### src/design/bres_pkg.sv
// Shared types, widths and codes for the bilinear resampler.
// Used by bres_ctrl, bres_dp and bilinear_resampler; no dependencies.
package bres_pkg;

    // Source image limits and sample width
    localparam int MAX_WIDTH   = 256;
    localparam int MAX_HEIGHT  = 256;
    localparam int SAMPLE_BITS = 16;

    // Fixed field widths
    localparam int DIM_BITS   = 9;   // src_width / src_height registers
    localparam int SCALE_BITS = 28;  // Q8.20 step registers
    localparam int COORD_BITS = 12;  // destination coordinates
    localparam int IDX_BITS   = 16;  // raster index, store depth 2**IDX_BITS
    localparam int PIX_BITS   = 16;  // result sample
    localparam int CFG_IDX_BITS = 2;
    localparam int CFG_DATA_BITS = SCALE_BITS;

    // Derived widths
    localparam int FRAC_BITS = 20;
    localparam int PROD_BITS = COORD_BITS + SCALE_BITS;      // scaled coordinate
    localparam int INT_BITS  = PROD_BITS - FRAC_BITS;        // integer part
    localparam int COL_BITS  = $clog2(MAX_WIDTH);
    localparam int ROW_BITS  = $clog2(MAX_HEIGHT);
    localparam int WID_BITS  = COL_BITS + 1;                 // holds MAX_WIDTH
    localparam int LIN_BITS  = (ROW_BITS + WID_BITS + 1 > IDX_BITS) ?
                               (ROW_BITS + WID_BITS + 1) : IDX_BITS;
    localparam int IMG_DEPTH = 1 << IDX_BITS;
    localparam int TOP_BITS  = SAMPLE_BITS + FRAC_BITS;      // one-axis blend
    localparam int DIFF_BITS = TOP_BITS + 1;                 // signed bot - top
    localparam int LO_BITS   = DIFF_BITS / 2;
    localparam int HI_BITS   = DIFF_BITS - LO_BITS;
    localparam int ACC_BITS  = TOP_BITS + FRAC_BITS + 3;     // signed accumulator

    // Input item kinds (tuser)
    localparam logic KIND_WRITE = 1'b0;
    localparam logic KIND_QUERY = 1'b1;

    // Configuration register indexes
    localparam logic [CFG_IDX_BITS-1:0] CFG_SRC_WIDTH  = 2'd0;
    localparam logic [CFG_IDX_BITS-1:0] CFG_SRC_HEIGHT = 2'd1;
    localparam logic [CFG_IDX_BITS-1:0] CFG_SCALE_X    = 2'd2;
    localparam logic [CFG_IDX_BITS-1:0] CFG_SCALE_Y    = 2'd3;

    // Corner fetched from the image store
    typedef enum logic [1:0] {
        CORNER_A,   // near row, near column
        CORNER_B,   // near row, far column
        CORNER_C,   // far row, near column
        CORNER_D    // far row, far column
    } t_corner;

    // Controller to datapath commands
    typedef struct packed {
        logic    wr;         // write sample from the accepted item
        logic    load_q;     // latch query coordinates
        logic    scale;      // coordinate times step
        logic    clamp;      // corner indices and fractions
        logic    rows;       // row offsets
        t_corner corner;     // store read address select
        logic    cap_a;      // capture near-near sample
        logic    cap_c;      // capture far-near sample
        logic    horz_top;   // blend near row
        logic    horz_bot;   // blend far row
        logic    vdiff;      // far row minus near row
        logic    vlo;        // vertical blend, low partial product
        logic    vhi;        // vertical blend, high partial product
        logic    out_load;   // load result register
    } t_dp_cmd;

    // Datapath to controller status
    typedef struct packed {
        logic out_free;      // result register can take a new item
    } t_dp_sts;

endpackage

### src/design/bres_ctrl.sv
// Sequencer for the bilinear resampler: accepts items, steps a query
// through scaling, clamping, four store reads and the blend. Uses bres_pkg.
module bres_ctrl
    import bres_pkg::*;
(
    input  logic    i_clk,
    input  logic    i_rst_n,
    input  logic    i_s_tvalid,
    input  logic    i_kind,
    output logic    o_s_tready,
    input  t_dp_sts i_sts,
    output t_dp_cmd o_cmd
);

    typedef enum logic [3:0] {
        ST_IDLE,
        ST_SCALE,
        ST_CLAMP,
        ST_ROWS,
        ST_RD_A,
        ST_RD_B,
        ST_RD_C,
        ST_RD_D,
        ST_HBOT,
        ST_VDIFF,
        ST_VLO,
        ST_VHI,
        ST_DONE
    } t_state;

    t_state r_state;
    t_state n_state;
    logic   accept;

    assign o_s_tready = (r_state == ST_IDLE);
    assign accept     = i_s_tvalid && o_s_tready;

    // Next state and commands
    always_comb begin
        n_state = r_state;
        o_cmd   = '0;
        o_cmd.corner = CORNER_A;
        case (r_state)
            ST_IDLE: begin
                if (accept) begin
                    if (i_kind == KIND_QUERY) begin
                        o_cmd.load_q = 1'b1;
                        n_state      = ST_SCALE;
                    end else begin
                        o_cmd.wr = 1'b1;
                    end
                end
            end
            ST_SCALE: begin
                o_cmd.scale = 1'b1;
                n_state     = ST_CLAMP;
            end
            ST_CLAMP: begin
                o_cmd.clamp = 1'b1;
                n_state     = ST_ROWS;
            end
            ST_ROWS: begin
                o_cmd.rows = 1'b1;
                n_state    = ST_RD_A;
            end
            ST_RD_A: begin
                o_cmd.corner = CORNER_A;
                n_state      = ST_RD_B;
            end
            ST_RD_B: begin
                // near-near sample is on the read port now
                o_cmd.corner = CORNER_B;
                o_cmd.cap_a  = 1'b1;
                n_state      = ST_RD_C;
            end
            ST_RD_C: begin
                // near-far sample on the read port
                o_cmd.corner   = CORNER_C;
                o_cmd.horz_top = 1'b1;
                n_state        = ST_RD_D;
            end
            ST_RD_D: begin
                o_cmd.corner = CORNER_D;
                o_cmd.cap_c  = 1'b1;
                n_state      = ST_HBOT;
            end
            ST_HBOT: begin
                o_cmd.horz_bot = 1'b1;
                n_state        = ST_VDIFF;
            end
            ST_VDIFF: begin
                o_cmd.vdiff = 1'b1;
                n_state     = ST_VLO;
            end
            ST_VLO: begin
                o_cmd.vlo = 1'b1;
                n_state   = ST_VHI;
            end
            ST_VHI: begin
                o_cmd.vhi = 1'b1;
                n_state   = ST_DONE;
            end
            ST_DONE: begin
                // hold until the result register frees up
                if (i_sts.out_free) begin
                    o_cmd.out_load = 1'b1;
                    n_state        = ST_IDLE;
                end
            end
            default: begin
                n_state = ST_IDLE;
            end
        endcase
    end

    // State register
    always_ff @(posedge i_clk) begin
        if (!i_rst_n) begin
            r_state <= ST_IDLE;
        end else begin
            r_state <= n_state;
        end
    end

endmodule

### config.mk
export PLATFORM = sky130hd
export DESIGN_NAME = bres_ctrl
export DESIGN_NICKNAME = d
export VERILOG_FILES = /design/src/design/bres_pkg.sv /design/src/design/bres_ctrl.sv
export SDC_FILE = /design/constraint.sdc
export NUM_CORES = 1
export LEC_CHECK = 0
export ABC_AREA = 1
export BUFFER_PORTS_ARGS = -buffer_cell sky130_fd_sc_hd__buf_2
export CORE_AREA = 10 10 47 49
export CTS_CLUSTER_SIZE = 10
export DETAILED_ROUTE_END_ITERATION = 8
export DIE_AREA = 0 0 57 59
export PLACE_DENSITY = 0.55
export REMOVE_ABC_BUFFERS = 1
export SETUP_SLACK_MARGIN = 0.1
export SYNTH_ARGS = -nofsm -noshare
export SYNTH_HDL_FRONTEND = slang
export SYNTH_SLANG_ARGS = --single-unit
### constraint.sdc
create_clock -name i_clk -period 1.5 [get_ports i_clk]
set_input_delay 0.075 -clock i_clk [delete_from_list [all_inputs] [get_ports i_clk]]
set_output_delay 0.075 -clock i_clk [all_outputs]
set_load 0.05 [all_outputs]
==> implementation parameters, run 1 <==
Parameter                              Value

STA
  Worst-case clock skew ... between 0.008 and 0.009 ns
  Transition at the pin with the smallest max-transition slack ... 0.255 ns
  Number of failing hold endpoints at the final stage ... 0
  Time the worst path needs with I/O delays and setup ... ~1.3 ns
  Post-Route Hold Slack ... between 0.09 and 0.1 ns
  Final clock period utilization by the worst path ... 87.9%
  RSZ-0062 raised after global routing ... true
  # setup viols final ... 0
  Highest clock frequency the design can meet ... around 760 MHz
  Worst slew slack as a fraction of its limit ... between 80 and 90%
  Final max-slew violation count ... 0

CTS
  Clock network latency to the later pin of the worst-skew pair ... 0.24 ns
  CTS root buf ... sky130_fd_sc_hd__clkbuf_4
  Num Clock Sinks ... 4
  Hold buffers post-CTS ... 0
  Number of buffers added by the clock tree synthesis step ... 3
  Post-CTS setup buffer count ... 0
  TritonCTS clock tree ... built
  Deepest clock path buffer count ... 2
  Clock input transition at the sequential cells of the worst setup and hold paths ... ~0.040 ns
  CTS HTree Levels ... 1

Synthesis
  Synth Instances ... between 50 and 60
  Distinct cell type count of the synthesized netlist ... 10
  Sequential element share of the synthesized area ... between 20% and 30%
  #FFs+latches synth ... 4
  Synth warn ... 0
  Syn avg cell area ... roughly 5.4 um2
  Total standard cell area after synthesis ... slightly below 300 um2

Global routing
  Global-route wire length before repair ... about 1400 um
  Gr ovfl total ... 0
  Initial antenna violation count ... 0
  Overall Global Routing Usage ... approximately 5.4%
  Pin count of the biggest net entering global routing ... 7
  Via count of the first global-routing pass ... between 300 and 400

Final layout
  Max FFs per register ... 4
  Number of fillers in the final layout ... between 150 and 200
  Nets@finish ... 85
  Footprint of the flip-flops and latches ... around 80 um2
  Largest register by flop count ... r_state
  Number of antenna diodes ... 0
  Fraction of final layout cells with drive strength greater than 1 ... 35.9%
  Signed area change from the synthesized netlist to the final layout ... 55.9%
  Highest-count cells in the layout ignoring fill and taps ... 19 x sky130_fd_sc_hd__nor2_1, 14 x sky130_fd_sc_hd__buf_2, 12 x sky130_fd_sc_hd__inv_1
  Multi-input gate area ... between 150 and 200 um2
  Largest registers ... r_state x4
  Count of non-filler cells in the finished layout ... 94
  Commonest non-fill, non-tap cell in the layout ... sky130_fd_sc_hd__nor2_1

Detailed routing
  Violation count after the first detailed-route iteration ... 6
  Antenna-violating nets left ... 0
  Post-detailed-route DRC marker count ... 0
  Total wire length after detailed routing ... 889 um
  Per-cell via count in the routed design ... between 4 and 5
  First-pass iteration count of the detailed router ... 4
  Via Count ... just under 400
  Mean routed wirelength per cell ... 9.46 um

Critical path
  R2r setup slk ... between 0.5 and 0.6 ns
  Worst Setup End Kind ... output port
  Startpoint type of the worst setup path ... flop
  Critical Path Fanout Max ... 5
  Crit path DAT ... around 1.2 ns
  Data required, critical path ... about 1.4 ns
  Critical Setup Path Class ... flop to output port

Placement
  Number of cells in the design after placement ... a little over 90
  Detail Placement HPWL ... approximately 780 um
  IO buf count ... 20
  Global placement routability congestion ... between 0.7 and 0.8

Pwr
  IR drop worst, VDD ... 349 uV
  Leakage power total ... ~0.28 nW
  Ratio of total power to cell area ... between 1000 and 1500 nW/um2

Min path
  Worst hold path class ... input port to flop

Floorplan
  DIE AREA ... roughly 3400 um2
  Die Height ... 59 um
  Starting Density ... between 20% and 30%
  Number of placement rows ... 14
  Core area ... approximately 1400 um2
  Number of placed I/O pins ... 21
  Die Span X ... approximately 57 um

Run status
  Outcome ... finished clean

Flow run
  Reported max-cap violation count ... 0
## layout make-up
| class | instances | area share [%] |
|---|---|---|
| timing repair buffer | 20 | 25.0 |
| tap | 16 | 4.35 |
| multi-input combinational | 39 | 38.6 |
| clock buffer | 3 | 4.89 |
| inverter | 12 | 9.78 |
| sequential | 4 | 17.4 |
## layer usage
metal | global-route usage, % | up-vias | wire (um)
met5 | 0 | - | 0
met4 | 1.01 | 0 | 0
met3 | 4.72 | 0 | 94
met2 | 9.15 | 11 | 420
met1 | 4.85 | 167 | 374
li1 | - | 208 | -
## worst max-delay path: stages (launching register included)
cell,delay [ns]
sky130_fd_sc_hd__dfxtp_1,0.36
sky130_fd_sc_hd__nor2_4,0.16
sky130_fd_sc_hd__nand2_1,0.08
sky130_fd_sc_hd__inv_1,0.07
sky130_fd_sc_hd__nand2_1,0.04
sky130_fd_sc_hd__nor2_1,0.08
sky130_fd_sc_hd__buf_4,0.20
## final timing paths
check / start / end / depth (start not counted)
worst max-delay path: r_state[0] / o_cmd[14] / 6
worst min-delay path: i_rst_n / r_state[0] / 3
worst max register to register: r_state[1] / r_state[2] / 5
worst min register to register: r_state[3] / r_state[0] / 3
## Yosys cell counts
cell type,count,share of area [%]
sky130_fd_sc_hd__a21oi_2,1,3.0
sky130_fd_sc_hd__dfxtp_1,4,27
sky130_fd_sc_hd__inv_1,12,15
sky130_fd_sc_hd__nand2_1,9,11
sky130_fd_sc_hd__nand2_2,1,2.1
sky130_fd_sc_hd__nand3_1,4,6.8
sky130_fd_sc_hd__nand3b_1,1,2.5
sky130_fd_sc_hd__nand4_1,1,2.1
sky130_fd_sc_hd__nor2_1,20,25
sky130_fd_sc_hd__nor2_2,2,4.2
## where the power goes
group / internal (mW) / total [mW] / switching [mW]
Sequential: 0.117 / 0.134 / 0.0171
Clock: 0.0896 / 0.135 / 0.0452
Combinational: 0.0495 / 0.199 / 0.150
Total: 0.256 / 0.468 / 0.212
## through the flow
| stage | instance area [um2] | setup slack, ns | setup TNS, ns | total power, mW | util (%) |
|---|---|---|---|---|---|
| floorplan | 295 | -0.249 | -0.249 | 0.285 | - |
| global placement | 415 | 0.349 | 0 | 0.329 | 29.6 |
| detailed placement | 415 | 0.333 | 0 | 0.330 | 29.6 |
| CTS | 440 | 0.123 | 0 | 0.473 | 31.4 |
| global route | 460 | 0.0874 | 0 | 0.509 | 32.9 |
| finish | 460 | 0.182 | 0 | 0.468 | 32.9 |
## what timing repair did
| item | CTS | global route |
|---|---|---|
| pin swaps | 0 | 0 |
| endpoints found under the setup margin | 1 | 11 |
| gates resized for setup | 1 | 11 |
## kinds of logic (layout without fill, tap and decap cells)
group                  count (synthesis)  after routing  synth area share [%]
flip-flops                             4              4                  27.1
AO/OA/AOI/OAI                          1              1                  2.97
AND/OR/NAND/NOR                       38             38                  54.7
buffers and inverters                 12             35                  15.3
No activity file was read; power rests on OpenSTA's default activity.
==> inputs of run 2 (changes only) <==
- CORE_AREA: 10 10 47 49 -> 2 2 39 41
- DIE_AREA: 0 0 57 59 -> 0 0 41 43
==> run 2 against run 1 <==
  * Routed wire length decreased by 7.5%
  * Clock power about the same
  * Clock-buffer cell count unchanged
  * Die area down 48%
  * Utilization grew 1.5 points
  * Sequential power increased by 3%
  * Cell area grew 3.3%
  * Via count is 3.4% higher
  * Global-route usage rose by 4.6 points
  * Flip-flop and latch count unchanged
  * Register-to-register slack better by 0.04 ns
  * Critical path type unchanged
  * Critical endpoint is now o_cmd[2]
  * Largest power group unchanged
  * Highest routed layer unchanged
==> implementation parameters, run 2 (synthesized netlist as in run 1, its figures left out) <==
Parameter                              Value

Critical path
  Critical Path Fanout Max ... 4 (-1)
  Startpoint type of the worst setup path ... flop
  Critical Setup Path Class ... flop to output port
  Crit path DAT ... 1.28 ns (+0.04 ns)
  Data required, critical path ... 1.42 ns (about the same)
  Worst Setup End Kind ... output port

Final layout
  Max FFs per register ... 4 (unchanged)
  Number of fillers in the final layout ... 173 (+1.8%)
  Fraction of final layout cells with drive strength greater than 1 ... 41.3% (+5.4 points)
  Highest-count cells in the layout ignoring fill and taps ... 19 x sky130_fd_sc_hd__nor2_1, 17 x sky130_fd_sc_hd__buf_2, 12 x sky130_fd_sc_hd__inv_1
  Count of non-filler cells in the finished layout ... 96 (+2.1%)
  Signed area change from the synthesized netlist to the final layout ... 61.0%
  Largest register by flop count ... r_state
  Footprint of the flip-flops and latches ... 83.8 um2 (+4.7%)
  Area of all placed cells without fillers ... 475 um2 (+3.3%)
  Commonest non-fill, non-tap cell in the layout ... sky130_fd_sc_hd__nor2_1
  Largest registers ... r_state x4
  Number of antenna diodes ... 0 (unchanged)
  Multi-input gate area ... 178 um2 (unchanged)
  Nets@finish ... 87 (+2.4%)

CTS
  Num Clock Sinks ... 4 (unchanged)
  Number of buffers added by the clock tree synthesis step ... 3 (unchanged)
  Clock network latency to the later pin of the worst-skew pair ... 0.24 ns (about the same)
  CTS HTree Levels ... 1 (unchanged)
  Hold buffers post-CTS ... 0 (unchanged)
  Clock input transition at the sequential cells of the worst setup and hold paths ... 0.04 ns (about the same)
  CTS root buf ... sky130_fd_sc_hd__clkbuf_4
  Deepest clock path buffer count ... 2 (unchanged)
  TritonCTS clock tree ... built

Pwr
  Comb power frac ... 43.9% (+1.3 points)
  Sw Pwr ... 212 uW (+0.16%)
  Reg power frac ... 28.7% (about the same)
  Total power of the final layout ... 481 uW (+2.8%)
  Total internal power ... 269 uW (+5.0%)
  Clock group share of total power ... 27.4% (-1.4 points)
  Fraction of power spent switching nets ... 44.1% (-1.2 points)
  Leakage power total ... 0.293 nW (+3.8%)
  Ratio of total power to cell area ... 1010 nW/um2 (-0.45%)
  IR drop worst, VDD ... 429 uV (+23%)

Detailed routing
  Mean routed wirelength per cell ... 8.56 um (-9.5%)
  Via Count ... 399 (+3.4%)
  Antenna-violating nets left ... 0 (unchanged)
  Total wire length after detailed routing ... 822 um (-7.5%)
  Post-detailed-route DRC marker count ... 0 (unchanged)
  Violation count after the first detailed-route iteration ... 6 (unchanged)
  Per-cell via count in the routed design ... 4.16 (+1.2%)
  First-pass iteration count of the detailed router ... 2 (-2)

STA
  RSZ-0062 raised after global routing ... true
  Worst-case clock skew ... 0.00571 ns (-0.00277 ns)
  Transition at the pin with the smallest max-transition slack ... 0.252 ns (-0.00312 ns)
  Worst slew slack as a fraction of its limit ... 83.3% (+0.21 points)
  Final max-slew violation count ... 0 (unchanged)
  Number of failing hold endpoints at the final stage ... 0 (unchanged)
  Highest clock frequency the design can meet ... 740 MHz (-2.4%)
  # setup viols final ... 0 (unchanged)
  Final clock period utilization by the worst path ... 90.0% (+2.2 points)
  Post-Route Hold Slack ... 0.110 ns (+0.0146 ns)
  Time the worst path needs with I/O delays and setup ... 1.35 ns (+0.0328 ns)

Global routing
  Global-route wire length before repair ... 1190 um (-18%)
  Pin count of the biggest net entering global routing ... 7 (unchanged)
  Via count of the first global-routing pass ... 307 (-14%)
  Initial antenna violation count ... 0 (unchanged)
  Overall Global Routing Usage ... 10.0% (+4.6 points)
  Gr ovfl total ... 0 (unchanged)

Flow run
  Reported max-cap violation count ... 0 (unchanged)

Floorplan
  Number of placed I/O pins ... 21 (unchanged)
  DIE AREA ... 1760 um2 (-48%)
  Starting Density ... 21.3% (+0.27 points)
  Core area ... 1380 um2 (-1.2%)
  Die Height ... 43 um (-27%)
  Number of placement rows ... 14 (unchanged)
  Die Span X ... 41 um (-28%)

Run status
  Outcome ... finished clean

Placement
  Number of cells in the design after placement ... 91 (unchanged)
  IO buf count ... 20 (unchanged)
  Detail Placement HPWL ... 660 um (-16%)
  Placed Instance Area ... 415 um2 (unchanged)
  Global placement routability congestion ... 0.750 (-2.6%)

Min path
  Worst hold path class ... input port to flop
-- run 2: cell type report --
class / instances / share of cell area (%)
Sequential cell: 4 / 17.6
Inverter: 12 / 9.47
Clock buffer: 3 / 4.74
Multi-Input combinational cell: 39 / 37.4
Tap cell: 16 / 4.21
Timing Repair Buffer: 22 / 26.6
-- run 2: worst max-delay path, stage by stage, from the launching register on --
cell                      delay [ns]
sky130_fd_sc_hd__dfxtp_1        0.36
sky130_fd_sc_hd__inv_1          0.08
sky130_fd_sc_hd__nor2_1         0.14
sky130_fd_sc_hd__inv_1          0.10
sky130_fd_sc_hd__nor2_1         0.09
sky130_fd_sc_hd__buf_2          0.26
-- run 2: worst paths after layout --
path / slack, ns / cells past startpoint / startpoint / end
worst max-delay path: 0.15 / 5 / r_state[3] / o_cmd[2]
worst min-delay path: 0.11 / 3 / i_rst_n / r_state[0]
worst max register to register: 0.57 / 5 / r_state[3] / r_state[3]
worst min register to register: 0.62 / 3 / r_state[2] / r_state[0]
-- run 2: metrics by stage --
step | setup slack (ns) | util (%) | setup TNS (ns)
after CTS | 0.128 | 31.8 | 0
after detailed placement | 0.329 | 30.0 | 0
after floorplan | -0.249 | - | -0.249
after global placement | 0.333 | 30.0 | 0
after global routing | 0.0802 | 34.4 | 0
final | 0.149 | 34.4 | 0
-- run 2: power by group through the flow --
stage / sequential (mW) / clock [mW] / combinational, mW
after floorplan: 0.131 / 0 / 0.155
after global placement: 0.134 / 0 / 0.195
after detailed placement: 0.134 / 0 / 0.194
after CTS: 0.132 / 0.141 / 0.196
after global routing: 0.141 / 0.146 / 0.230
final: 0.138 / 0.132 / 0.211
-- run 2: routing by layer --
metal  wire (um)  GRT usage (%)  up-vias
met1         356           10.9      172
met5           0              0        -
met4           0           6.00        0
met3          56           4.71        0
met2         409           15.0       14
li1            -              -      213
-- run 2: timing repair --
action,4_1_cts,5_1_grt
pin swaps,0,2
buffers inserted,0,2
cloned,0,0
endpoints found under the hold margin,0,0
gates resized for setup,1,8
endpoints found under the setup margin,1,8
==> inputs of run 3 (changes only) <==
- GPL_TIMING_DRIVEN: unset -> 0
==> run 3 against run 2 <==
  * Largest cell class unchanged
  * Register-to-register slack got worse by 0.03 ns
  * Worst hold slack improved by 0.014 ns
  * Largest power group unchanged
  * Critical endpoint is now o_cmd[3]
  * Maximum frequency rose by 4.0%
  * Critical path depth did not move
  * Die area did not move
  * Flip-flop and latch count did not move
  * Cell area fell by 4.2%
  * Via count fell by 5.0%
==> implementation parameters, run 3 (synthesized netlist as in run 1, its figures left out) <==
Parameter                              Value

Placement
  Number of cells in the design after placement ... 91 (unchanged)
  IO buf count ... 20 (unchanged)
  Placed Instance Area ... 415 um2 (unchanged)
  Global placement routability congestion ... 0.792 (+5.6%)
  Detail Placement HPWL ... 664 um (+0.58%)

Min path
  Hold Path Origin ... i_rst_n
  Worst min-delay path endpoint ... r_state[0]
  Worst hold path class ... input port to flop
  Cell depth of the worst hold path ... 3 (unchanged)

STA
  # setup viols final ... 0 (unchanged)
  Final max-slew violation count ... 0 (unchanged)
  Time the worst path needs with I/O delays and setup ... 1.30 ns (-0.0523 ns)
  Worst slew slack as a fraction of its limit ... 83.3% (about the same)
  Worst-case clock skew ... 0.000126 ns (-0.00559 ns)
  Post-Route Hold Slack ... 0.124 ns (+0.0140 ns)
  Final clock period utilization by the worst path ... 86.6% (-3.5 points)
  Transition at the pin with the smallest max-transition slack ... 0.253 ns (+0.000458 ns)
  Number of failing hold endpoints at the final stage ... 0 (unchanged)
  Highest clock frequency the design can meet ... 770 MHz (+4.0%)
  RSZ-0062 raised after global routing ... true

Final layout
  Largest register by flop count ... r_state
  Fin util ... 32.9% (-1.4 points)
  Signed area change from the synthesized netlist to the final layout ... 54.2%
  Count of non-filler cells in the finished layout ... 94 (-2.1%)
  Area of all placed cells without fillers ... 455 um2 (-4.2%)
  Highest-count cells in the layout ignoring fill and taps ... 19 x sky130_fd_sc_hd__nor2_1, 18 x sky130_fd_sc_hd__buf_2, 12 x sky130_fd_sc_hd__inv_1
  Max FFs per register ... 4 (unchanged)
  Commonest non-fill, non-tap cell in the layout ... sky130_fd_sc_hd__nor2_1
  Nets@finish ... 85 (-2.3%)
  Largest registers ... r_state x4
  Number of fillers in the final layout ... 169 (-2.3%)
  Fraction of final layout cells with drive strength greater than 1 ... 37.2% (-4.1 points)
  Number of antenna diodes ... 0 (unchanged)

Critical path
  Cells on worst reg2reg path ... 5 (unchanged)
  Largest incremental delay on the critical path ... 0.35 ns (about the same)
  Critical Setup Path Class ... flop to output port
  Cells along the critical path ... inv_1 -> nor2_1 -> inv_1 -> nor2_1 -> buf_2
  Crit path DAT ... 1.22 ns (-0.06 ns)
  Worst reg2reg startpoint ... r_state[0]
  Startpoint type of the worst setup path ... flop
  Critical Path Fanout Max ... 4 (unchanged)
  R2r setup slk ... 0.54 ns (-0.03 ns)
  Data required, critical path ... 1.42 ns (about the same)
  Worst path slowest cell ... sky130_fd_sc_hd__dfxtp_1
  Worst R2R End ... r_state[2]
  Worst Setup End Kind ... output port

Detailed routing
  First-pass iteration count of the detailed router ... 3 (+1)
  Mean routed wirelength per cell ... 7.85 um (-8.3%)
  Antenna-violating nets left ... 0 (unchanged)
  Via Count ... 379 (-5.0%)
  Post-detailed-route DRC marker count ... 0 (unchanged)
  Violation count after the first detailed-route iteration ... 6 (unchanged)
  Per-cell via count in the routed design ... 4.03 (-3.0%)
  Total wire length after detailed routing ... 738 um (-10%)

Floorplan
  Number of placed I/O pins ... 21 (unchanged)
  Core area ... 1380 um2 (unchanged)
  Number of placement rows ... 14 (unchanged)
  Die Span X ... 41 um (unchanged)
  DIE AREA ... 1760 um2 (unchanged)
  Die Height ... 43 um (unchanged)
  Starting Density ... 21.3% (unchanged)

Pwr
  IR drop worst, VDD ... 321 uV (-25%)
  Total power of the final layout ... 463 uW (-3.8%)
  Leakage power total ... 0.284 nW (-3.0%)
  Ratio of total power to cell area ... 1020 nW/um2 (+0.41%)

CTS
  Post-CTS setup buffer count ... 0 (unchanged)
  TritonCTS clock tree ... built
  CTS root buf ... sky130_fd_sc_hd__clkbuf_4
  Num Clock Sinks ... 4 (unchanged)
  Number of buffers added by the clock tree synthesis step ... 3 (unchanged)
  Clock input transition at the sequential cells of the worst setup and hold paths ... 0.03 ns (about the same)
  Clock network latency to the later pin of the worst-skew pair ... 0.23 ns (about the same)
  Deepest clock path buffer count ... 2 (unchanged)
  Hold buffers post-CTS ... 0 (unchanged)
  CTS HTree Levels ... 1 (unchanged)

Global routing
  Global-route wire length before repair ... 1110 um (-6.4%)
  Pin count of the biggest net entering global routing ... 7 (unchanged)
  Initial antenna violation count ... 0 (unchanged)
  Via count of the first global-routing pass ... 301 (-2.0%)
  Overall Global Routing Usage ... 9.44% (-0.59 points)
  Gr ovfl total ... 0 (unchanged)

Run status
  Outcome ... finished clean

Flow run
  Reported max-cap violation count ... 0 (unchanged)
## run 3: critical path, delay by kind of cell, from the launching register on
kind / cells / cell delay (ns)
AND/OR/NAND/NOR: 2 / 0.21
flip-flops: 1 / 0.35
buffers and inverters: 3 / 0.43
## run 3: layout make-up
cell class | instances | area [um2] | share of cell area, %
multi-input cells | 39 | 178 | 39.0
clock buffers | 3 | 22.5 | 4.95
repair buffers | 20 | 109 | 23.9
flip-flops and latches | 4 | 81.3 | 17.9
well taps | 16 | 20.0 | 4.40
inverters | 12 | 45.0 | 9.89
## run 3: per-stage QoR
stage / setup slack (ns) / setup TNS [ns]
6_report: 0.202 / 0
5_1_grt: 0.0969 / 0
4_1_cts: 0.121 / 0
3_5_place_dp: 0.327 / 0
3_3_place_gp: 0.342 / 0
2_1_floorplan: -0.249 / -0.249
## run 3: worst max-delay path by stage
stage	start	end	slack, ns	depth (start not counted)
after global placement	r_state[0]	o_cmd[14]	0.34	6
after CTS	r_state[0]	o_cmd[14]	0.12	6
final	r_state[3]	o_cmd[3]	0.20	5
after global routing	r_state[0]	o_cmd[14]	0.1	6
after floorplan	r_state[0]	o_cmd[14]	-0.25	5
after detailed placement	r_state[0]	o_cmd[14]	0.33	6
## run 3: power by group
group	total (mW)	leakage (nW)	internal (mW)	switching (mW)
Clock	0.126	0.0138	0.0890	0.0372
Sequential	0.136	0.0331	0.118	0.0178
Combinational	0.201	0.237	0.0510	0.150
## run 3: layer usage
layer | track usage, % | part of all wire (%) | vias up | wire (um)
li1 | - | - | 211 | -
met1 | 9.32 | 43 | 154 | 317
met2 | 15.6 | 48 | 14 | 355
met3 | 4.71 | 8.8 | 0 | 65
met4 | 4.00 | 0 | 0 | 0
met5 | 0 | 0 | - | 0
## run 3: what timing repair did
item | in CTS | in global routing
hold endpoints to repair | 0 | 0
resized for setup | 1 | 5
endpoints found under the setup margin | 1 | 5
pin swaps | 0 | 1
